### src/design/jva_pkg.sv
// Shared types, codes and reset values for the joystick / voice arbiter.
package jva_pkg;

    localparam int SAMPLE_BITS_DEF = 12;
    localparam int TIME_BITS       = 32;
    localparam int MS_BITS         = 16;
    localparam int CFG_DATA_BITS   = 16;
    localparam int CFG_INDEX_BITS  = 3;
    localparam int CMD_BITS        = 3;
    localparam int MODE_BITS       = 2;

    // Reset values of the configuration registers
    localparam int NEUTRAL_RESET   = 2045;
    localparam int DEAD_ZONE_RESET = 300;
    localparam int FULL_RESET      = 4090;
    localparam int HOLD_MS_RESET   = 3000;
    localparam int DEBOUNCE_RESET  = 300;

    typedef logic [CFG_INDEX_BITS-1:0] cfg_index_t;
    localparam cfg_index_t CFG_NEUTRAL   = 3'd0;
    localparam cfg_index_t CFG_DEAD_ZONE = 3'd1;
    localparam cfg_index_t CFG_FULL      = 3'd2;
    localparam cfg_index_t CFG_HOLD_MS   = 3'd3;
    localparam cfg_index_t CFG_DEBOUNCE  = 3'd4;

    typedef logic [CMD_BITS-1:0] cmd_t;
    localparam cmd_t CMD_FWD   = 3'd1;
    localparam cmd_t CMD_BACK  = 3'd2;
    localparam cmd_t CMD_STOP  = 3'd3;
    localparam cmd_t CMD_LEFT  = 3'd4;
    localparam cmd_t CMD_RIGHT = 3'd5;

    typedef logic [MODE_BITS-1:0] mode_code_t;
    localparam mode_code_t MODE_CODE_IDLE  = 2'd0;
    localparam mode_code_t MODE_CODE_JOY   = 2'd1;
    localparam mode_code_t MODE_CODE_VOICE = 2'd2;
    localparam mode_code_t MODE_CODE_HOLD  = 2'd3;

    typedef enum logic [2:0] {
        MODE_IDLE  = 3'b001,
        MODE_JOY   = 3'b010,
        MODE_VOICE = 3'b100
    } mode_t;

    typedef struct packed {
        mode_t                 mode;
        cmd_t                  cmd;
        logic                  stop_active;
        logic [TIME_BITS-1:0]  deadline;
        logic [TIME_BITS-1:0]  last_press;
    } arb_state_t;

    function automatic mode_code_t mode_encode(input mode_t m);
        mode_code_t code;
        case (m)
            MODE_IDLE: code = MODE_CODE_IDLE;
            MODE_JOY:  code = MODE_CODE_JOY;
            default:   code = MODE_CODE_VOICE;
        endcase
        return code;
    endfunction

endpackage

### src/design/joystick_voice_arbiter_estop.sv
// Top level of the joystick / voice arbiter with emergency stop.
// Each request is registered in the input register on acceptance, then handled by
// jva_step, and a joystick sample leaves its result in an output register; one
// request can be accepted every cycle while the input does not stall. An E-stop press
// (req_type 1) updates the stop state and returns no result. Input stalls only
// when the input register holds a sample while the output register is full and
// not being taken. Configuration is written through wr_en / wr_index / wr_data
// and must only change while no request is in flight.
module joystick_voice_arbiter_estop
    import jva_pkg::*;
#(
    parameter int SAMPLE_BITS = SAMPLE_BITS_DEF
) (
    input  logic                      clk,
    input  logic                      rst_n,
    input  logic                      wr_en,
    input  logic [CFG_INDEX_BITS-1:0] wr_index,
    input  logic [CFG_DATA_BITS-1:0]  wr_data,
    input  logic                      in_valid,
    output logic                      in_ready,
    input  logic                      req_type,
    input  logic [TIME_BITS-1:0]      now_ms,
    input  logic [SAMPLE_BITS-1:0]    axis_x,
    input  logic [SAMPLE_BITS-1:0]    axis_y,
    input  logic [SAMPLE_BITS-1:0]    axis_z,
    input  logic                      voice_valid,
    input  logic [7:0]                voice_cmd,
    output logic                      out_valid,
    input  logic                      out_ready,
    output logic [SAMPLE_BITS-1:0]    out_x,
    output logic [SAMPLE_BITS-1:0]    out_y,
    output logic [SAMPLE_BITS-1:0]    out_z,
    output logic [MODE_BITS-1:0]      mode_now,
    output logic                      voice_taken,
    output logic [CMD_BITS-1:0]       command_now
);

    logic [SAMPLE_BITS-1:0] neutral_reg;
    logic [SAMPLE_BITS-1:0] dead_zone_reg;
    logic [SAMPLE_BITS-1:0] full_scale_reg;
    logic [MS_BITS-1:0]     hold_ms_reg;
    logic [MS_BITS-1:0]     debounce_reg;

    logic                   inp_valid_reg;
    logic                   inp_press_reg;
    logic [TIME_BITS-1:0]   inp_now_reg;
    logic [SAMPLE_BITS-1:0] inp_x_reg;
    logic [SAMPLE_BITS-1:0] inp_y_reg;
    logic [SAMPLE_BITS-1:0] inp_z_reg;
    logic                   inp_vvalid_reg;
    logic [7:0]             inp_vcmd_reg;

    arb_state_t             st_reg;
    arb_state_t             st_next;

    logic                   res_valid_reg;
    logic [SAMPLE_BITS-1:0] res_x_reg;
    logic [SAMPLE_BITS-1:0] res_y_reg;
    logic [SAMPLE_BITS-1:0] res_z_reg;
    mode_code_t             res_mode_reg;
    logic                   res_taken_reg;
    cmd_t                   res_cmd_reg;

    logic [SAMPLE_BITS-1:0] tx;
    logic [SAMPLE_BITS-1:0] ty;
    logic [SAMPLE_BITS-1:0] tz;
    mode_code_t             mode_code;
    logic                   taken;
    logic                   stage_go;
    logic                   in_fire;

    // A press needs no result slot; a sample needs a free or draining one
    assign stage_go = inp_valid_reg && (inp_press_reg || !res_valid_reg || out_ready);
    assign in_ready = !inp_valid_reg || stage_go;
    assign in_fire  = in_valid && in_ready;

    always_ff @(posedge clk or negedge rst_n)
    begin
        if (!rst_n)
        begin
            neutral_reg    <= SAMPLE_BITS'(NEUTRAL_RESET);
            dead_zone_reg  <= SAMPLE_BITS'(DEAD_ZONE_RESET);
            full_scale_reg <= SAMPLE_BITS'(FULL_RESET);
            hold_ms_reg    <= MS_BITS'(HOLD_MS_RESET);
            debounce_reg   <= MS_BITS'(DEBOUNCE_RESET);
        end
        else if (wr_en)
        begin
            case (wr_index)
                CFG_NEUTRAL:   neutral_reg    <= wr_data[SAMPLE_BITS-1:0];
                CFG_DEAD_ZONE: dead_zone_reg  <= wr_data[SAMPLE_BITS-1:0];
                CFG_FULL:      full_scale_reg <= wr_data[SAMPLE_BITS-1:0];
                CFG_HOLD_MS:   hold_ms_reg    <= wr_data[MS_BITS-1:0];
                CFG_DEBOUNCE:  debounce_reg   <= wr_data[MS_BITS-1:0];
                default:       ;
            endcase
        end
    end

    always_ff @(posedge clk or negedge rst_n)
    begin
        if (!rst_n)
        begin
            inp_valid_reg <= 1'b0;
        end
        else if (in_ready)
        begin
            inp_valid_reg <= in_valid;
        end
    end

    always_ff @(posedge clk)
    begin
        if (in_fire)
        begin
            inp_press_reg  <= req_type;
            inp_now_reg    <= now_ms;
            inp_x_reg      <= axis_x;
            inp_y_reg      <= axis_y;
            inp_z_reg      <= axis_z;
            inp_vvalid_reg <= voice_valid;
            inp_vcmd_reg   <= voice_cmd;
        end
    end

    jva_step #(
        .SAMPLE_BITS (SAMPLE_BITS)
    ) u_step (
        .st            (st_reg),
        .press         (inp_press_reg),
        .now_ms        (inp_now_reg),
        .axis_x        (inp_x_reg),
        .axis_y        (inp_y_reg),
        .axis_z        (inp_z_reg),
        .voice_valid   (inp_vvalid_reg),
        .voice_cmd     (inp_vcmd_reg),
        .neutral_level (neutral_reg),
        .dead_zone     (dead_zone_reg),
        .full_scale    (full_scale_reg),
        .stop_hold_ms  (hold_ms_reg),
        .debounce_ms   (debounce_reg),
        .st_next       (st_next),
        .tx            (tx),
        .ty            (ty),
        .tz            (tz),
        .mode_code     (mode_code),
        .taken         (taken)
    );

    always_ff @(posedge clk or negedge rst_n)
    begin
        if (!rst_n)
        begin
            st_reg.mode        <= MODE_IDLE;
            st_reg.cmd         <= CMD_STOP;
            st_reg.stop_active <= 1'b0;
            st_reg.deadline    <= '0;
            st_reg.last_press  <= '0;
        end
        else if (stage_go)
        begin
            st_reg <= st_next;
        end
    end

    always_ff @(posedge clk or negedge rst_n)
    begin
        if (!rst_n)
        begin
            res_valid_reg <= 1'b0;
        end
        else if (stage_go && !inp_press_reg)
        begin
            res_valid_reg <= 1'b1;
        end
        else if (out_ready)
        begin
            res_valid_reg <= 1'b0;
        end
    end

    always_ff @(posedge clk)
    begin
        if (stage_go && !inp_press_reg)
        begin
            res_x_reg     <= tx;
            res_y_reg     <= ty;
            res_z_reg     <= tz;
            res_mode_reg  <= mode_code;
            res_taken_reg <= taken;
            res_cmd_reg   <= st_next.cmd;
        end
    end

    assign out_valid   = res_valid_reg;
    assign out_x       = res_x_reg;
    assign out_y       = res_y_reg;
    assign out_z       = res_z_reg;
    assign mode_now    = res_mode_reg;
    assign voice_taken = res_taken_reg;
    assign command_now = res_cmd_reg;

endmodule

### src/design/jva_step.sv
// Next-state and output logic for one request of the arbiter.
module jva_step
    import jva_pkg::*;
#(
    parameter int SAMPLE_BITS = SAMPLE_BITS_DEF
) (
    input  arb_state_t             st,
    input  logic                   press,
    input  logic [TIME_BITS-1:0]   now_ms,
    input  logic [SAMPLE_BITS-1:0] axis_x,
    input  logic [SAMPLE_BITS-1:0] axis_y,
    input  logic [SAMPLE_BITS-1:0] axis_z,
    input  logic                   voice_valid,
    input  logic [7:0]             voice_cmd,
    input  logic [SAMPLE_BITS-1:0] neutral_level,
    input  logic [SAMPLE_BITS-1:0] dead_zone,
    input  logic [SAMPLE_BITS-1:0] full_scale,
    input  logic [MS_BITS-1:0]     stop_hold_ms,
    input  logic [MS_BITS-1:0]     debounce_ms,
    output arb_state_t             st_next,
    output logic [SAMPLE_BITS-1:0] tx,
    output logic [SAMPLE_BITS-1:0] ty,
    output logic [SAMPLE_BITS-1:0] tz,
    output mode_code_t             mode_code,
    output logic                   taken
);

    function automatic logic axis_active(input logic [SAMPLE_BITS-1:0] v,
                                         input logic [SAMPLE_BITS-1:0] ctr,
                                         input logic [SAMPLE_BITS-1:0] dz);
        logic [SAMPLE_BITS-1:0] d;
        d = (v >= ctr) ? (v - ctr) : (ctr - v);
        return d > dz;
    endfunction

    logic [TIME_BITS-1:0] since_press;
    logic [TIME_BITS-1:0] left;
    logic                 holding;
    logic                 act;

    assign since_press = now_ms - st.last_press;
    assign left        = st.deadline - now_ms;
    // Deadline still ahead: nonzero distance with the sign bit clear
    assign holding     = st.stop_active && (left != '0) && !left[TIME_BITS-1];
    assign act         = axis_active(axis_x, neutral_level, dead_zone)
                       || axis_active(axis_y, neutral_level, dead_zone)
                       || axis_active(axis_z, neutral_level, dead_zone);

    always_comb
    begin
        st_next   = st;
        tx        = neutral_level;
        ty        = neutral_level;
        tz        = neutral_level;
        taken     = 1'b0;
        mode_code = MODE_CODE_HOLD;
        if (press)
        begin
            if (since_press >= {{(TIME_BITS-MS_BITS){1'b0}}, debounce_ms})
            begin
                st_next.last_press  = now_ms;
                st_next.deadline    = now_ms + {{(TIME_BITS-MS_BITS){1'b0}}, stop_hold_ms};
                st_next.stop_active = 1'b1;
            end
        end
        else if (holding)
        begin
            st_next.mode = MODE_IDLE;
            st_next.cmd  = CMD_STOP;
        end
        else
        begin
            st_next.stop_active = 1'b0;
            // Consume a waiting voice frame only with the stick centered
            if (!act && voice_valid)
            begin
                taken = 1'b1;
                if (voice_cmd inside {[CMD_FWD:CMD_RIGHT]})
                begin
                    st_next.cmd  = voice_cmd[CMD_BITS-1:0];
                    st_next.mode = MODE_VOICE;
                end
            end
            case (st_next.mode)
                MODE_IDLE:
                begin
                    if (act)
                    begin
                        st_next.mode = MODE_JOY;
                    end
                end
                MODE_JOY:
                begin
                    if (!act)
                    begin
                        st_next.mode = MODE_IDLE;
                    end
                    else
                    begin
                        tx = axis_x;
                        ty = axis_y;
                        tz = axis_z;
                    end
                end
                default:
                begin
                    if (act)
                    begin
                        st_next.mode = MODE_JOY;
                        tx = axis_x;
                        ty = axis_y;
                        tz = axis_z;
                    end
                    else
                    begin
                        case (st_next.cmd)
                            CMD_FWD:   ty = full_scale;
                            CMD_BACK:  ty = '0;
                            CMD_LEFT:  tx = '0;
                            CMD_RIGHT: tx = full_scale;
                            default:   ;
                        endcase
                    end
                end
            endcase
            mode_code = mode_encode(st_next.mode);
        end
    end

endmodule

### config.mk
export PLATFORM = sky130hd
export DESIGN_NAME = joystick_voice_arbiter_estop
export DESIGN_NICKNAME = d
export VERILOG_FILES = /design/src/design/jva_pkg.sv /design/src/design/joystick_voice_arbiter_estop.sv /design/src/design/jva_step.sv
export SDC_FILE = /design/constraint.sdc
export NUM_CORES = 1
export LEC_CHECK = 0
export ABC_AREA = 0
export CAP_MARGIN = 15
export CELL_PAD_IN_SITES_DETAIL_PLACEMENT = 0
export CELL_PAD_IN_SITES_GLOBAL_PLACEMENT = 1
export CORE_UTILIZATION = 51
export DETAILED_ROUTE_END_ITERATION = 6
export DONT_BUFFER_PORTS = 1
export GPL_TIMING_DRIVEN = 1
export HOLD_SLACK_MARGIN = 0.1
export PLACE_DENSITY_LB_ADDON = 0.1
export SLEW_MARGIN = 10
export SYNTH_ARGS = -nofsm -noshare
export SYNTH_HDL_FRONTEND = slang
export SYNTH_SLANG_ARGS = --single-unit
### constraint.sdc
create_clock -name clk -period 6.5 [get_ports clk]
set_input_delay 0.975 -clock clk [delete_from_list [all_inputs] [get_ports clk]]
set_output_delay 0.975 -clock clk [all_outputs]
set_load 0.005 [all_outputs]
# ---- After elaboration in Yosys (flattened, before gate mapping)
# Cells that the tools add are included.
dict set report totals {
  inputBits 102
  regBits 261
  elab_cells 124
  out_inout_bits 44
}
dict set report classes {
  order_cmp 9
  bitwise 1
  n_reduce_logical 29
  n_addsub 9
  eq_ne 14
  muxes 37
}
# cell n
set ops {}
lappend ops {{12-bit 2-to-1 mux} 15}
lappend ops {{12-bit one-hot mux with 2 select lines} 4}
lappend ops {{12-bit subtractor} 6}
lappend ops {{65-bit 2-to-1 mux} 1}
lappend ops {{32-bit subtractor} 2}
lappend ops {{12-bit greater-or-equal comparator} 3}
lappend ops {{12-bit greater-than comparator} 3}
lappend ops {{32-bit by 16-bit adder with 32-bit output} 1}
lappend ops {{32-bit by 16-bit greater-or-equal comparator with 1-bit output} 1}
lappend ops {{32-bit nonzero test} 1}
lappend ops {{6-bit 2-to-1 mux} 5}
lappend ops {{3-bit 2-to-1 mux} 6}
lappend ops {{3-bit by 2-bit == test with 1-bit output, second input constant} 5}
lappend ops {{3-bit by 1-bit == test with 1-bit output, second input constant} 4}
lappend ops {{2-bit AND reduction} 6}
lappend ops {{3-bit == test, second input constant} 3}
lappend ops {{8-bit by 1-bit greater-or-equal comparator with 1-bit output, second input constant} 1}
lappend ops {{8-bit by 3-bit <= comparator with 1-bit output, second input constant} 1}
lappend ops {{1-bit logical AND} 7}
lappend ops {{3-bit AND reduction} 2}
lappend ops {{1-bit zero test} 5}
lappend ops {{1-bit logical OR} 5}
lappend ops {{1-bit 2-to-1 mux} 5}
lappend ops {{2-bit one-hot mux with 2 select lines} 1}
lappend ops {{6 further kinds} 6}

# ---- Logic depth before layout (Yosys ltp)
# Gate-level depths: netlist of the first run.
dict set report depth {
  depth_word 16
  ltp_mapped 30
  mapped_depth_nobuf 26
}

# ---- By module
# From an unflattened synthesis of the first run, not the netlist that was laid out.
dict set report unflattened {
  hier_cells 2238
  area_unflattened_um2 21624.5
}
# mod area_each_um2 seq_area_each_um2 cells_per_inst n_inst
set by_module_without_submodules {}
lappend by_module_without_submodules {jva_step 11247.0 0.0 1558 1}
lappend by_module_without_submodules {joystick_voice_arbiter_estop 10377.5 7179.4 680 1}

# ---- Worst setup path before layout of the first run
# No wires, ideal clock.
dict set report synth_timing {
  kind {reg2reg}
  startpoint {register neutral_reg[4]}
  endpoint {register res_x_reg[2], in the netlist out_x[2], data pin}
  period_less_slack_ns 5.909
  n_path_buf 5
  arrival_ns 5.653
  setup_time_ns 0.256
  t_required_ns 6.244
  slack_ns 0.591
  path_stages_with_launch 28
  cell_sequence {dfstp_2 -> inv_1 -> ha_1 -> clkbuf_1 -> nand4_1 -> or2_2 -> nor2_1 -> nor3_1 -> a2111oi_0 -> o21ai_0 -> nand2b_1 -> clkbuf_1 -> clkbuf_1 -> mux2_2 -> ha_1 -> nor2b_1 -> o21a_1 -> o21a_1 -> o21ai_0 -> o211ai_1 -> a22oi_1 -> o21ai_1 -> nand2b_1 -> clkbuf_1 -> nand3_1 -> clkbuf_1 -> o22ai_1 -> a22o_1}
}
dict set report synth_via {
  elab_chain_cells 16
  word_cells_on_any_way 32
  cone_classes {add/sub: 6; order compare: 6; eq/ne: 4; mux: 12; reduce/logical: 4}
}
# item line_no
set synth_lines {}
lappend synth_lines {{from (decl)} joystick_voice_arbiter_estop.sv:38} ;# logic [SAMPLE_BITS-1:0] neutral_reg;
lappend synth_lines {{from (signal assigned)} joystick_voice_arbiter_estop.sv:81} ;# neutral_reg <= SAMPLE_BITS'(NEUTRAL_RESET);
lappend synth_lines {{from (signal assigned)} joystick_voice_arbiter_estop.sv:90} ;# CFG_NEUTRAL: neutral_reg <= wr_data[SAMPLE_BITS-1:0];
lappend synth_lines {{12-bit subtractor or 12-bit greater-or-equal comparator (tied branches)} jva_step.sv:32} ;# d = (v >= ctr) ? (v - ctr) : (ctr - v);
lappend synth_lines {{12-bit 2-to-1 mux} jva_step.sv:32}
lappend synth_lines {{12-bit greater-than comparator} jva_step.sv:33} ;# return d > dz;
lappend synth_lines {{1-bit logical OR} jva_step.sv:46} ;# || axis_active(axis_y, neutral_level, dead_zone)
lappend synth_lines {{1-bit logical OR *} jva_step.sv:47} ;# || axis_active(axis_z, neutral_level, dead_zone);
lappend synth_lines {{1-bit zero test} jva_step.sv:75} ;# if (!act && voice_valid)
lappend synth_lines {{1-bit logical AND} jva_step.sv:75}
lappend synth_lines {{6-bit 2-to-1 mux} jva_step.sv:75}
lappend synth_lines {{6-bit 2-to-1 mux} jva_step.sv:66} ;# else if (holding)
lappend synth_lines {{6-bit 2-to-1 mux} jva_step.sv:57} ;# if (press)
lappend synth_lines {{3-bit == test} jva_step.sv:116} ;# case (st_next.cmd)
lappend synth_lines {{12-bit one-hot mux with 2 select lines} jva_step.sv:116}
lappend synth_lines {{12-bit 2-to-1 mux} jva_step.sv:107} ;# if (act)
lappend synth_lines {{12-bit one-hot mux with 2 select lines *} jva_step.sv:84} ;# case (st_next.mode)
lappend synth_lines {{12-bit 2-to-1 mux *} jva_step.sv:66}
lappend synth_lines {{12-bit 2-to-1 mux *} jva_step.sv:57}
lappend synth_lines {{via tx[2]} joystick_voice_arbiter_estop.sv:64} ;# logic [SAMPLE_BITS-1:0] tx;
lappend synth_lines {{to (signal assigned)} joystick_voice_arbiter_estop.sv:186} ;# res_x_reg <= tx;
lappend synth_lines {{to (decl)} joystick_voice_arbiter_estop.sv:57} ;# logic [SAMPLE_BITS-1:0] res_x_reg;
# The timed path passes the listed nets; every way through them passes the cells marked *. The select of a mux whose other input is x is not followed.
# A chain may end at the register's enable or synchronous reset.

# ---- Final worst setup path of the first run
dict set report layout_timing {
  startpoint {register neutral_reg[0]}
  endpoint {register res_x_reg[5], in the netlist out_x[5], data pin}
}
# The elaborated chain is that of the path after synthesis.

==> results of run 1 <==
==> final cells by class <==
| class | instances | area (um^2) |
|---|---|---|
| antenna | 3 | 7.51 |
| clock buffer | 39 | 815 |
| clock inverter | 17 | 171 |
| fill | 3313 | 16000 |
| inverter | 180 | 676 |
| multi-input combinational | 1460 | 11000 |
| sequential | 261 | 7180 |
| tap | 468 | 586 |
| timing repair buffer | 30 | 278 |
==> timing repair <==
action | 4_1_cts | 5_1_grt
hold endpoints to repair | 103 | 0
hold buffers | 1 | 0
resized for setup | 0 | 13
buffers inserted | 0 | 3
setup endpoints to repair | 0 | 27
==> synthesized netlist by cell type (6+ instances only) <==
cell	count	area, um^2
sky130_fd_sc_hd__ha_1	199	2490
sky130_fd_sc_hd__inv_1	180	676
sky130_fd_sc_hd__a21oi_1	146	731
sky130_fd_sc_hd__nand2_1	127	477
sky130_fd_sc_hd__edfxtp_1	120	3600
sky130_fd_sc_hd__o21ai_0	107	536
sky130_fd_sc_hd__nor2_1	105	394
sky130_fd_sc_hd__dfrtp_1	103	2580
sky130_fd_sc_hd__xnor2_1	74	648
sky130_fd_sc_hd__a21o_1	68	510
sky130_fd_sc_hd__mux2i_1	59	591
sky130_fd_sc_hd__mux2_2	56	631
sky130_fd_sc_hd__nand3_1	54	270
sky130_fd_sc_hd__clkbuf_1	51	191
sky130_fd_sc_hd__dfstp_2	38	998
sky130_fd_sc_hd__o21bai_1	31	233
sky130_fd_sc_hd__nor3_1	29	145
sky130_fd_sc_hd__nand2b_1	22	138
sky130_fd_sc_hd__and3_1	20	125
sky130_fd_sc_hd__xor2_1	20	175
sky130_fd_sc_hd__nand4_1	19	119
sky130_fd_sc_hd__o21a_1	19	143
sky130_fd_sc_hd__o22ai_1	19	119
sky130_fd_sc_hd__a211oi_1	18	135
sky130_fd_sc_hd__nor2b_1	15	93.8
sky130_fd_sc_hd__a31oi_1	14	87.6
sky130_fd_sc_hd__mux2_1	14	158
sky130_fd_sc_hd__a22oi_1	13	97.6
sky130_fd_sc_hd__o2bb2ai_1	13	114
sky130_fd_sc_hd__a222oi_1	12	120
sky130_fd_sc_hd__a22o_1	12	105
sky130_fd_sc_hd__buf_2	12	60.1
sky130_fd_sc_hd__or3_1	12	75.1
sky130_fd_sc_hd__o211ai_1	11	82.6
sky130_fd_sc_hd__fa_1	9	180
sky130_fd_sc_hd__a2111oi_0	8	70.1
sky130_fd_sc_hd__nor4_1	8	50.1
sky130_fd_sc_hd__and2_1	7	43.8
sky130_fd_sc_hd__o31ai_1	7	52.6
sky130_fd_sc_hd__a221oi_1	6	52.6
sky130_fd_sc_hd__o2111ai_1	6	52.6
sky130_fd_sc_hd__o21ai_1	6	30.0
==> cell families (layout without fill, tap and decap cells) <==
group | after synthesis | after routing | synth area share
AND/OR/NAND/NOR | 444 | 444 | 0.112
other | 0 | 3 | 0
XOR/XNOR | 94 | 94 | 0.0431
multiplexers | 129 | 129 | 0.0721
AO/OA/AOI/OAI | 585 | 585 | 0.206
buffers and inverters | 250 | 266 | 0.0518
adder cells (fa/ha/maj) | 208 | 208 | 0.140
flip-flops | 261 | 261 | 0.375
==> through the flow <==
stage / power [W] / cell area [um^2]
floorplan: 0.00530 / 19100
global placement: 0.00630 / 19600
detailed placement: 0.00636 / 19600
CTS: 0.00810 / 20600
global route: 0.00874 / 20800
finish: 0.00819 / 20800
==> power breakdown <==
| part | switching (W) | internal (W) | total, W |
|---|---|---|---|
| Clock | 0.000705 | 0.000997 | 0.00170 |
| Sequential | 0.000229 | 0.00210 | 0.00233 |
| Combinational | 0.00243 | 0.00173 | 0.00415 |
| Total | 0.00336 | 0.00483 | 0.00819 |
==> worst min-delay path by stage <==
stage	from	to	cells past startpoint
detailed placement	st_reg[45]$_DFFE_PN0P_	st_reg[45]$_DFFE_PN0P_	1
floorplan	st_reg[45]$_DFFE_PN0P_	st_reg[45]$_DFFE_PN0P_	1
global route	rst_n	debounce_reg[2]$_DFFE_PN1P_	0
CTS	rst_n	debounce_reg[2]$_DFFE_PN1P_	0
global placement	st_reg[53]$_DFFE_PN0P_	st_reg[53]$_DFFE_PN0P_	1
finish	rst_n	debounce_reg[2]$_DFFE_PN1P_	0
==> worst max-delay path: cells and delay by family, from the launching register on <==
family / cells / cell delay (ns)
buf+inv: 4 / 0.66
fa+ha+maj: 3 / 0.89
compound gates: 17 / 3.02
simple gates: 2 / 0.34
flops: 1 / 0.61
mux: 1 / 0.20
xor+xnor: 1 / 0.27
==> metal layers <==
metal | GRT usage | share of wire
met1 | 0.368 | 0.42
met2 | 0.494 | 0.48
met3 | 0.0439 | 0.056
met4 | 0.137 | 0.046
met5 | 0 | 0
==> metrics.cfg, run 1 <==
[die]
start_util=0.520
placeableCoreArea_mm2=0.0368
floorplan.die_area_mm2=0.0383
std_cell_rows=70
fp.dieH_um=196
floorplan.die.width_um=196
top_level_ports=146

[logic_synthesis]
cell_area_after_synthesis_mm2=0.0191
ys_ff_latch=261
post_synth.cell_area_avg_um2=9.70
ys.warnings.count=0
synth_enable_flop_cells=120
synthFlopType=sky130_fd_sc_hd__edfxtp_1
yosys.cell_types.count=82
synthesis.instances=1971
ys_seq_area_frac=0.375
synth_async_sr_flop_share=0.540
synth_fp_nets=2281

[run_status]
violated_checks=DRC
run_status=finished, violations left

[sta]
hold_viol_final=0
min_period_ns=6.26
clock-skew-final_ns=0.0348
timing.hold.ws_ns=0.226
period_share=0.963
post_route_worst_setup_slack_ns=0.238
timing.slew.headroom=0.332
max_freq_ghz=0.160
report.final.setup_viol=0
setup-tns-final_ns=0
worst-slew-pin-transition_ns=0.999
finalMaxSlewViolations=0

[setup_path]
reg2regPathDepth=28
timing.critical_path.required_ns=6.85
critical_path_class=flop to flop
critical_path.endpoint_type=flop
crit_path_max_fanout=12
worst_setup_path_endpoint=out_x[5]$_DFFE_PP_
critical_path.startpoint=neutral_reg[0]$_DFFE_PN1P_
start_kind=flop
timing.critical_path.slowest_stage_cell=sky130_fd_sc_hd__dfstp_2
critPathMostFrequentCell=sky130_fd_sc_hd__a21o_1
worst-endpoint-arrival_ns=6.62
r2r_setup_slack_ns=0.24
worst_path_largest_cell_delay_ns=0.61
worstReg2RegStart=neutral_reg[0]$_DFFE_PN1P_
worst_r2r_endpoint=out_x[5]$_DFFE_PP_

[clocking]
ctsLongestPathBuffers=3
h-tree-depth=1
tritoncts_clock_tree=yes
cts_sinks=261
clock_latency_ns=0.61
root_buffer=sky130_fd_sc_hd__clkbuf_16
cts_buffers=30
clk_pin_slew_ns=0.06

[route]
drt_first_iter_violations=1036
vias_per_cell=6.16
final_antenna_net_count=0
route.vias.total=15133
drt_drc_violations_left=10
wl_per_cell_um=22.7
finalWirelength_um=55800
drt-pass1-iter-count=7

[power_and_ir_drop]
power-per-cell-area_mw_per_mm2=394
leakagePower_nw=8.93
ir_worst_vdd_v=0.000253

[final_layout]
nets_final=2273
layout.cells.most_common_list=sky130_fd_sc_hd__ha_1 (199), sky130_fd_sc_hd__inv_1 (179), sky130_fd_sc_hd__a21oi_1 (146)
postLayoutCoreUtil=0.564
largest_register_ff_count=71
final_layout_size_suffix_gt1_frac=0.103
synth_to_layout_area_growth_pct=8.53
layout_commonest_cell=sky130_fd_sc_hd__ha_1
final_cell_count_no_fill=2458

[global_routing]
global_route_wire_length_before_repair_um=86300
largest_net_degree_at_the_start_of_global_routing=104
globalRoute.totalOverflow=0
antenna_found_initial=3
groute.usage.overall=0.293
vias_in_the_first_global_route=14904

[placement]
number_of_cells_after_detailed_placement=2394
place_ws_ns=0.219
place.gp.congestion=0.943
io_buffers=0
detailedPlacementHpwl_um=42500

[worst_hold_path]
timing.hold.worst.class=primary input to async pin

[flow_run]
drv.max_cap_violation_count=0

(Power assumes the default switching activity.)
==> run 2: changes to the inputs <==
Settings changed: ABC_AREA 0 to 1, ABC_CLOCK_PERIOD_IN_PS from default to 6500, CORE_UTILIZATION 51 to 48.
==> run 2 against run 1 <==
  * The run now ends clean
  * Register-to-register slack improved by 0.48 ns
  * Global-route usage up 2.2 points
  * Sequential share of layout area fell by 3.0 points
  * Combinational power fell by 7.2%
  * Critical path depth is 4 higher
  * Via count increased by 26%
  * Cell count up 43%
  * Sequential power shrank 2%
  * Die area grew 16%
  * Area after synthesis increased by 9.8%
  * Hold slack gained 0.027 ns
  * Critical endpoint is now out_x[6]$_DFFE_PP_
==> metrics.cfg, run 2 <==
[run_status]
run_status=completed  ; was finished, violations left

[route]
drt-pass1-iter-count=6  ; was 7
vias_per_cell=5.44  ; was 6.16
route.vias.total=19082  ; was 15133
finalWirelength_um=69600  ; was 55800 um
drt_drc_violations_left=0  ; was 10
wl_per_cell_um=19.8  ; was 22.7 um
drt_first_iter_violations=1268  ; was 1036
final_antenna_net_count=0  ; unchanged

[clocking]
h-tree-depth=1  ; unchanged
cts_sinks=261  ; unchanged
ctsLongestPathBuffers=3  ; unchanged
clk_pin_slew_ns=0.06  ; about the same
cts_setup_buffers=0  ; unchanged
cts_buffers=31  ; was 30
tritoncts_clock_tree=yes  ; unchanged
root_buffer=sky130_fd_sc_hd__clkbuf_16  ; unchanged
clock_latency_ns=0.59  ; was 0.61 ns

[logic_synthesis]
synth_fp_nets=3211  ; was 2281
ys.warnings.count=0  ; unchanged
muxShareOfSynthArea=0.00632  ; was 0.0721
synthesis.instances=2901  ; was 1971
synth_top_area_cell=sky130_fd_sc_hd__edfxtp_1  ; unchanged
synthFlopType=sky130_fd_sc_hd__edfxtp_1  ; unchanged
netlist_top_cells_area=sky130_fd_sc_hd__edfxtp_1 (17%), sky130_fd_sc_hd__nand2_1 (15%), sky130_fd_sc_hd__dfrtp_1 (12%)  ; was sky130_fd_sc_hd__edfxtp_1 (19%), sky130_fd_sc_hd__dfrtp_1 (13%), sky130_fd_sc_hd__ha_1 (13%)
synth_compound_area_frac=0.115  ; was 0.206
ys_seq_area_frac=0.342  ; was 0.375
synth_enable_flop_cells=120  ; unchanged
ys_ff_latch=261  ; unchanged
post_synth.cell_area_avg_um2=7.24  ; was 9.70 um^2
cell_area_after_synthesis_mm2=0.0210  ; was 0.0191 mm^2
synth_async_sr_flop_share=0.540  ; unchanged
post_synth_fa_ha_maj_area_fraction=0.127  ; was 0.140
synth-simple-area-share=0.277  ; was 0.112
synth_most_common_cell=sky130_fd_sc_hd__nand2_1  ; was sky130_fd_sc_hd__ha_1
yosysTopAreaCellShare=0.172  ; was 0.188
synth_xor_area_frac=0.0355  ; was 0.0431
main_combinational_cell_family_by_area_after_synthesis=simple AND/OR/NAND/NOR gates  ; was compound AO/OA/AOI/OAI gates
synth_common_cells=sky130_fd_sc_hd__nand2_1 (853), sky130_fd_sc_hd__inv_1 (434), sky130_fd_sc_hd__nor2_1 (250)  ; was sky130_fd_sc_hd__ha_1 (199), sky130_fd_sc_hd__inv_1 (180), sky130_fd_sc_hd__a21oi_1 (146)
yosys.cell_types.count=65  ; was 82

[worst_hold_path]
timing.hold.worst.class=primary input to async pin  ; unchanged

[final_layout]
synth_to_layout_area_growth_pct=8.42  ; was 8.53%
largest_register_ff_count=71  ; unchanged
fill_cells=4297  ; was 3313
final-seq-area_mm2=0.00718  ; unchanged
total_area_of_multi_input_combinational_cells_mm2=0.0118  ; was 0.0110 mm^2
nets_final=3211  ; was 2273
layout_commonest_cell=sky130_fd_sc_hd__nand2_1  ; was sky130_fd_sc_hd__ha_1
layout.cells.most_common_list=sky130_fd_sc_hd__nand2_1 (852), sky130_fd_sc_hd__inv_1 (432), sky130_fd_sc_hd__nor2_1 (249)  ; was sky130_fd_sc_hd__ha_1 (199), sky130_fd_sc_hd__inv_1 (179), sky130_fd_sc_hd__a21oi_1 (146)
antenna_cells_inserted=0  ; was 3
final_layout_size_suffix_gt1_frac=0.0588  ; was 0.103
final_cell_count_no_fill=3510  ; was 2458

[global_routing]
groute.usage.overall=0.315  ; was 0.293
vias_in_the_first_global_route=19023  ; was 14904
globalRoute.totalOverflow=0  ; unchanged
global_route_wire_length_before_repair_um=107000  ; was 86300 um
antenna_found_initial=0  ; was 3
largest_net_degree_at_the_start_of_global_routing=104  ; unchanged

[power_and_ir_drop]
post-layout-total-power_w=0.00810  ; was 0.00819 W
leakagePower_nw=11.5  ; was 8.93 nW
ir_worst_vdd_v=0.000245  ; was 0.000253 V
power-per-cell-area_mw_per_mm2=356  ; was 394 mW/mm^2

[setup_path]
crit_path_max_fanout=12  ; unchanged
worst_path_largest_cell_delay_ns=0.70  ; was 0.61 ns
timing.critical_path.slowest_stage_cell=sky130_fd_sc_hd__dfstp_2  ; unchanged
timing.critical_path.required_ns=6.96  ; was 6.85 ns
worst-endpoint-arrival_ns=6.24  ; was 6.62 ns
critPathMostFrequentCell=sky130_fd_sc_hd__nand2_1  ; was sky130_fd_sc_hd__a21o_1
r2r_setup_slack_ns=0.72  ; was 0.24 ns
critical_path.endpoint_type=flop  ; unchanged
start_kind=flop  ; unchanged
critical_path_class=flop to flop  ; unchanged
worst_r2r_endpoint=out_x[6]$_DFFE_PP_  ; was out_x[5]$_DFFE_PP_
worstReg2RegStart=neutral_reg[5]$_DFFE_PN1P_  ; was neutral_reg[0]$_DFFE_PN1P_
reg2regPathDepth=32  ; was 28

[sta]
min_period_ns=5.78  ; was 6.26 ns
post_route_worst_setup_slack_ns=0.722  ; was 0.238 ns
worst-slew-pin-transition_ns=1.10  ; was 0.999 ns
setup-tns-final_ns=0  ; unchanged
hold_viol_final=0  ; unchanged
rsz_0062_raised_after_global_routing=false
report.final.setup_viol=0  ; unchanged
finalMaxSlewViolations=0  ; unchanged
clock-skew-final_ns=0.0213  ; was 0.0348 ns
max_freq_ghz=0.173  ; was 0.160 GHz
period_share=0.889  ; was 0.963
timing.slew.headroom=0.268  ; was 0.332

[placement]
place_ws_ns=0.694  ; was 0.219 ns
io_buffers=0  ; unchanged
number_of_cells_after_detailed_placement=3452  ; was 2394
place.gp.congestion=0.960  ; was 0.943
detailedPlacementHpwl_um=54100  ; was 42500 um

[die]
floorplan.die_area_mm2=0.0446  ; was 0.0383 mm^2
placeableCoreArea_mm2=0.0431  ; was 0.0368 mm^2
top_level_ports=146  ; unchanged
fp.dieH_um=211  ; was 196 um
std_cell_rows=76  ; was 70
start_util=0.487  ; was 0.520
floorplan.die.width_um=211  ; was 196 um

[flow_run]
drv.max_cap_violation_count=0  ; unchanged

[run 2: changes by cell type after synthesis, moves of 53 or more]
cell / delta
sky130_fd_sc_hd__mux2_2: -54
sky130_fd_sc_hd__nand3_1: +117
sky130_fd_sc_hd__a21o_1: -53
sky130_fd_sc_hd__nand2_1: +726
sky130_fd_sc_hd__nor2_1: +145
sky130_fd_sc_hd__inv_1: +254
sky130_fd_sc_hd__o21ai_0: +53
[run 2: per-layer routing]
| metal | wire, um | global-route usage | up-vias |
|---|---|---|---|
| met5 | 0 | 0 | - |
| met4 | 3840 | 0.159 | 0 |
| met3 | 2870 | 0.0351 | 174 |
| met2 | 35700 | 0.586 | 550 |
| met1 | 27100 | 0.352 | 8953 |
| li1 | - | - | 9405 |
[run 2: kinds of logic after synthesis]
family	Yosys count
buffers and inverters	500
muxes	13
adders and majority gates	208
AOI/OAI and AO/OA	433
xor gates and xnor gates	85
and+or+nand+nor	1401
DFF	261
[run 2: critical path, delay by kind of cell, from the launching register on]
| family | cells | cell delay [ns] |
|---|---|---|
| xor+xnor | 1 | 0.15 |
| buf+inv | 4 | 0.83 |
| compound gates | 5 | 0.93 |
| fa+ha+maj | 2 | 0.70 |
| simple gates | 20 | 2.34 |
| flops | 1 | 0.70 |
[run 2: worst max path at each step]
stage                          startpoint                       end  cells past startpoint
2_1_floorplan                   out_ready  inp_now_reg[0]$_DFFE_PP_                      4
3_3_place_gp   neutral_reg[5]$_DFFE_PN1P_        out_x[6]$_DFFE_PP_                     32
3_5_place_dp   neutral_reg[5]$_DFFE_PN1P_        out_y[1]$_DFFE_PP_                     30
4_1_cts        neutral_reg[5]$_DFFE_PN1P_        out_x[6]$_DFFE_PP_                     32
5_1_grt        neutral_reg[5]$_DFFE_PN1P_        out_y[7]$_DFFE_PP_                     30
6_report       neutral_reg[5]$_DFFE_PN1P_        out_x[6]$_DFFE_PP_                     32
[run 2: layout make-up]
type | count | area share
multi-input cells | 2140 | 0.518
flip-flops and latches | 261 | 0.315
inverters | 438 | 0.0725
clock buffers | 40 | 0.0418
well taps | 585 | 0.0322
repair buffers | 29 | 0.0104
clock inverters | 17 | 0.00984
[run 2: stage by stage]
stage,hold WS (ns),area (um^2),utilization
after floorplan,0.442,21000,-
after global placement,0.453,21600,0.500
after detailed placement,0.458,21600,0.500
after CTS,0.213,22800,0.528
after global routing,0.220,22800,0.528
final,0.253,22800,0.528
[run 2: repair_timing]
item | in CTS | in global routing
hold endpoints to repair | 103 | 0
gates resized for setup | 0 | 1
endpoints found under the setup margin | 0 | 2
hold buffers | 1 | 0
[run 2: power by group]
| part | leakage, nW | internal [W] | switching [W] |
|---|---|---|---|
| clock | 0.568 | 0.00120 | 0.000772 |
| sequential | 2.83 | 0.00205 | 0.000231 |
| combinational | 8.11 | 0.00132 | 0.00252 |
==> run 3: changes to the inputs <==
Settings changed: ABC_CLOCK_PERIOD_IN_PS 6500 to 6410.
Clock period 6.5 ns to 6.41 ns, I/O delays scaled along.
==> run 3 against run 2 <==
  * Critical path depth shrank 1
  * Register-to-register slack lost 0.29 ns
  * Cell count is the same
  * Sequential power grew 2%
  * Core utilization shrank 0.26 points
==> metrics.cfg, run 3 (same netlist as run 2, synthesis figures left out) <==
[power_and_ir_drop]
power.internal_w=0.00450  ; was 0.00457 W
ir_worst_vdd_v=0.000245  ; about the same
p_comb_frac=0.487  ; was 0.475
power.net_switching_w=0.00355  ; was 0.00353 W
power.sequential.fraction=0.288  ; was 0.281
clock_power_frac=0.225  ; was 0.243
power-per-cell-area_mw_per_mm2=356  ; about the same
power.switching_fraction=0.441  ; was 0.435
leakagePower_nw=11.5  ; about the same
post-layout-total-power_w=0.00805  ; was 0.00810 W

[global_routing]
vias_in_the_first_global_route=18822  ; was 19023
groute.usage.overall=0.316  ; was 0.315
largest_net_degree_at_the_start_of_global_routing=104  ; unchanged
antenna_found_initial=0  ; unchanged
global_route_wire_length_before_repair_um=108000  ; was 107000 um
globalRoute.totalOverflow=0  ; unchanged

[setup_path]
worst_r2r_endpoint=out_x[2]$_DFFE_PP_  ; was out_x[6]$_DFFE_PP_
critical_path_class=flop to flop  ; unchanged
critical_path.startpoint=neutral_reg[5]$_DFFE_PN1P_  ; unchanged
timing.critical_path.required_ns=6.76  ; was 6.96 ns
worstReg2RegStart=neutral_reg[5]$_DFFE_PN1P_  ; unchanged
crit_path_max_fanout=25  ; was 12
cp.depth=31  ; was 32
timing.critical_path.slowest_stage_cell=sky130_fd_sc_hd__dfstp_2  ; unchanged
crit_family=simple AND/OR/NAND/NOR gates  ; unchanged
critical_path.endpoint_type=flop  ; unchanged
critPathMostFrequentCell=sky130_fd_sc_hd__nand2_1  ; unchanged
worst-endpoint-arrival_ns=6.33  ; was 6.24 ns
r2r_setup_slack_ns=0.43  ; was 0.72 ns
worst_setup_path_endpoint=out_x[2]$_DFFE_PP_  ; was out_x[6]$_DFFE_PP_
reg2regPathDepth=31  ; was 32
timing.critical_path.buf_inv=5  ; was 4
start_kind=flop  ; unchanged
worst_path_largest_cell_delay_ns=0.72  ; was 0.70 ns

[route]
route.vias.total=19093  ; was 19082
drt-pass1-iter-count=6  ; unchanged
top_signal_layer_used=met4  ; unchanged
final_antenna_net_count=0  ; unchanged
drt_first_iter_violations=1347  ; was 1268
met2_wirelength_um=35600  ; was 35700 um
wl_per_cell_um=19.9  ; was 19.8 um
m1WireLength_um=27400  ; was 27100 um
vias_per_cell=5.44  ; about the same
finalWirelength_um=69700  ; was 69600 um
drt_drc_violations_left=0  ; unchanged
met3WireLength_um=3050  ; was 2870 um

[clocking]
clock_latency_ns=0.60  ; was 0.59 ns
cts_buffers=30  ; was 31
root_buffer=sky130_fd_sc_hd__clkbuf_16  ; unchanged
tritoncts_clock_tree=yes  ; unchanged
clk_pin_slew_ns=0.07  ; was 0.06 ns
h-tree-depth=1  ; unchanged
cts_sinks=261  ; unchanged
ctsLongestPathBuffers=3  ; unchanged

[die]
top_level_ports=146  ; unchanged
start_util=0.487  ; unchanged
placeableCoreArea_mm2=0.0431  ; unchanged
fp.dieH_um=211  ; unchanged
floorplan.die_area_mm2=0.0446  ; unchanged
std_cell_rows=76  ; unchanged
floorplan.die.width_um=211  ; unchanged

[sta]
period_share=0.933  ; was 0.889
hold_viol_final=0  ; unchanged
max_freq_ghz=0.167  ; was 0.173 GHz
rsz_0062_raised_after_global_routing=false  ; unchanged
worst-slew-pin-transition_ns=1.12  ; was 1.10 ns
clock-skew-final_ns=0.0105  ; was 0.0213 ns
min_period_ns=5.98  ; was 5.78 ns
report.final.setup_viol=0  ; unchanged
timing.slew.headroom=0.256  ; was 0.268
setup-tns-final_ns=0  ; unchanged
finalMaxSlewViolations=0  ; unchanged

[worst_hold_path]
timing.hold.worst.class=primary input to async pin  ; unchanged

[run_status]
run_status=completed  ; unchanged

[placement]
detailedPlacementHpwl_um=54300  ; was 54100 um
place.gp.congestion=0.981  ; was 0.960
io_buffers=0  ; unchanged

[final_layout]
final-seq-area_mm2=0.00718  ; unchanged
nets_final=3211  ; unchanged
layout.cells.most_common_list=sky130_fd_sc_hd__nand2_1 (852), sky130_fd_sc_hd__inv_1 (432), sky130_fd_sc_hd__nor2_1 (249)  ; unchanged
final_layout_size_suffix_gt1_frac=0.0574  ; was 0.0588
total_area_of_multi_input_combinational_cells_mm2=0.0118  ; about the same
antenna_cells_inserted=0  ; unchanged
layout_commonest_cell=sky130_fd_sc_hd__nand2_1  ; unchanged
largest_register_ff_count=71  ; unchanged
postLayoutCoreUtil=0.526  ; was 0.528
synth_to_layout_area_growth_pct=7.88  ; was 8.42%
fill_cells=4309  ; was 4297

[flow_run]
drv.max_cap_violation_count=0  ; unchanged

==> run 3: how the worst min path moves through the flow <==
stage / to / start / slack [ns] / depth (start not counted)
final: debounce_reg[8]$_DFFE_PN1P_ / rst_n / 0.23 / 0
after floorplan: st_reg[10]$_DFFE_PN0P_ / st_reg[10]$_DFFE_PN0P_ / 0.44 / 2
after detailed placement: st_reg[30]$_DFFE_PN0P_ / st_reg[30]$_DFFE_PN0P_ / 0.46 / 2
after global placement: st_reg[28]$_DFFE_PN0P_ / st_reg[28]$_DFFE_PN0P_ / 0.45 / 2
after global routing: debounce_reg[8]$_DFFE_PN1P_ / rst_n / 0.20 / 0
after CTS: debounce_reg[3]$_DFFE_PN1P_ / rst_n / 0.20 / 0
==> run 3: power groups by stage <==
stage / clock network (W) / logic [W] / registers [W]
global route: 0.00189 / 0.00444 / 0.00234
finish: 0.00181 / 0.00392 / 0.00232
floorplan: 0 / 0.00286 / 0.00223
detailed placement: 0 / 0.00386 / 0.00234
global placement: 0 / 0.00383 / 0.00234
CTS: 0.00184 / 0.00390 / 0.00231
==> run 3: final cells by class <==
class	instances	area share
inverter	438	0.0729
multi-input combinational	2140	0.521
clock inverter	16	0.00746
sequential	261	0.317
clock buffer	40	0.0382
timing repair buffer	30	0.0114
tap	585	0.0323
==> run 3: per-stage QoR <==
stage / setup slack, ns / std cells / hold slack (ns) / cell area [um^2]
2_1_floorplan: 1.46 / 2901 / 0.442 / 21000
3_3_place_gp: 0.418 / 3451 / 0.453 / 21600
3_5_place_dp: 0.469 / 3451 / 0.459 / 21600
4_1_cts: 0.447 / 3508 / 0.199 / 22600
5_1_grt: 0.0410 / 3510 / 0.204 / 22600
6_report: 0.430 / 3510 / 0.228 / 22600
==> run 3: metal layers <==
| metal | GRT usage | vias to the layer above |
|---|---|---|
| li1 | - | 9403 |
| met1 | 0.361 | 8978 |
| met2 | 0.587 | 546 |
| met3 | 0.0309 | 166 |
| met4 | 0.152 | 0 |
| met5 | 0 | - |
==> run 3: what timing repair did <==
action / CTS / global route
gates resized for setup: 0 / 2
hold buffers: 1 / 0
buffers inserted: 0 / 2
endpoints found under the setup margin: 0 / 6
hold endpoints to repair: 103 / 0
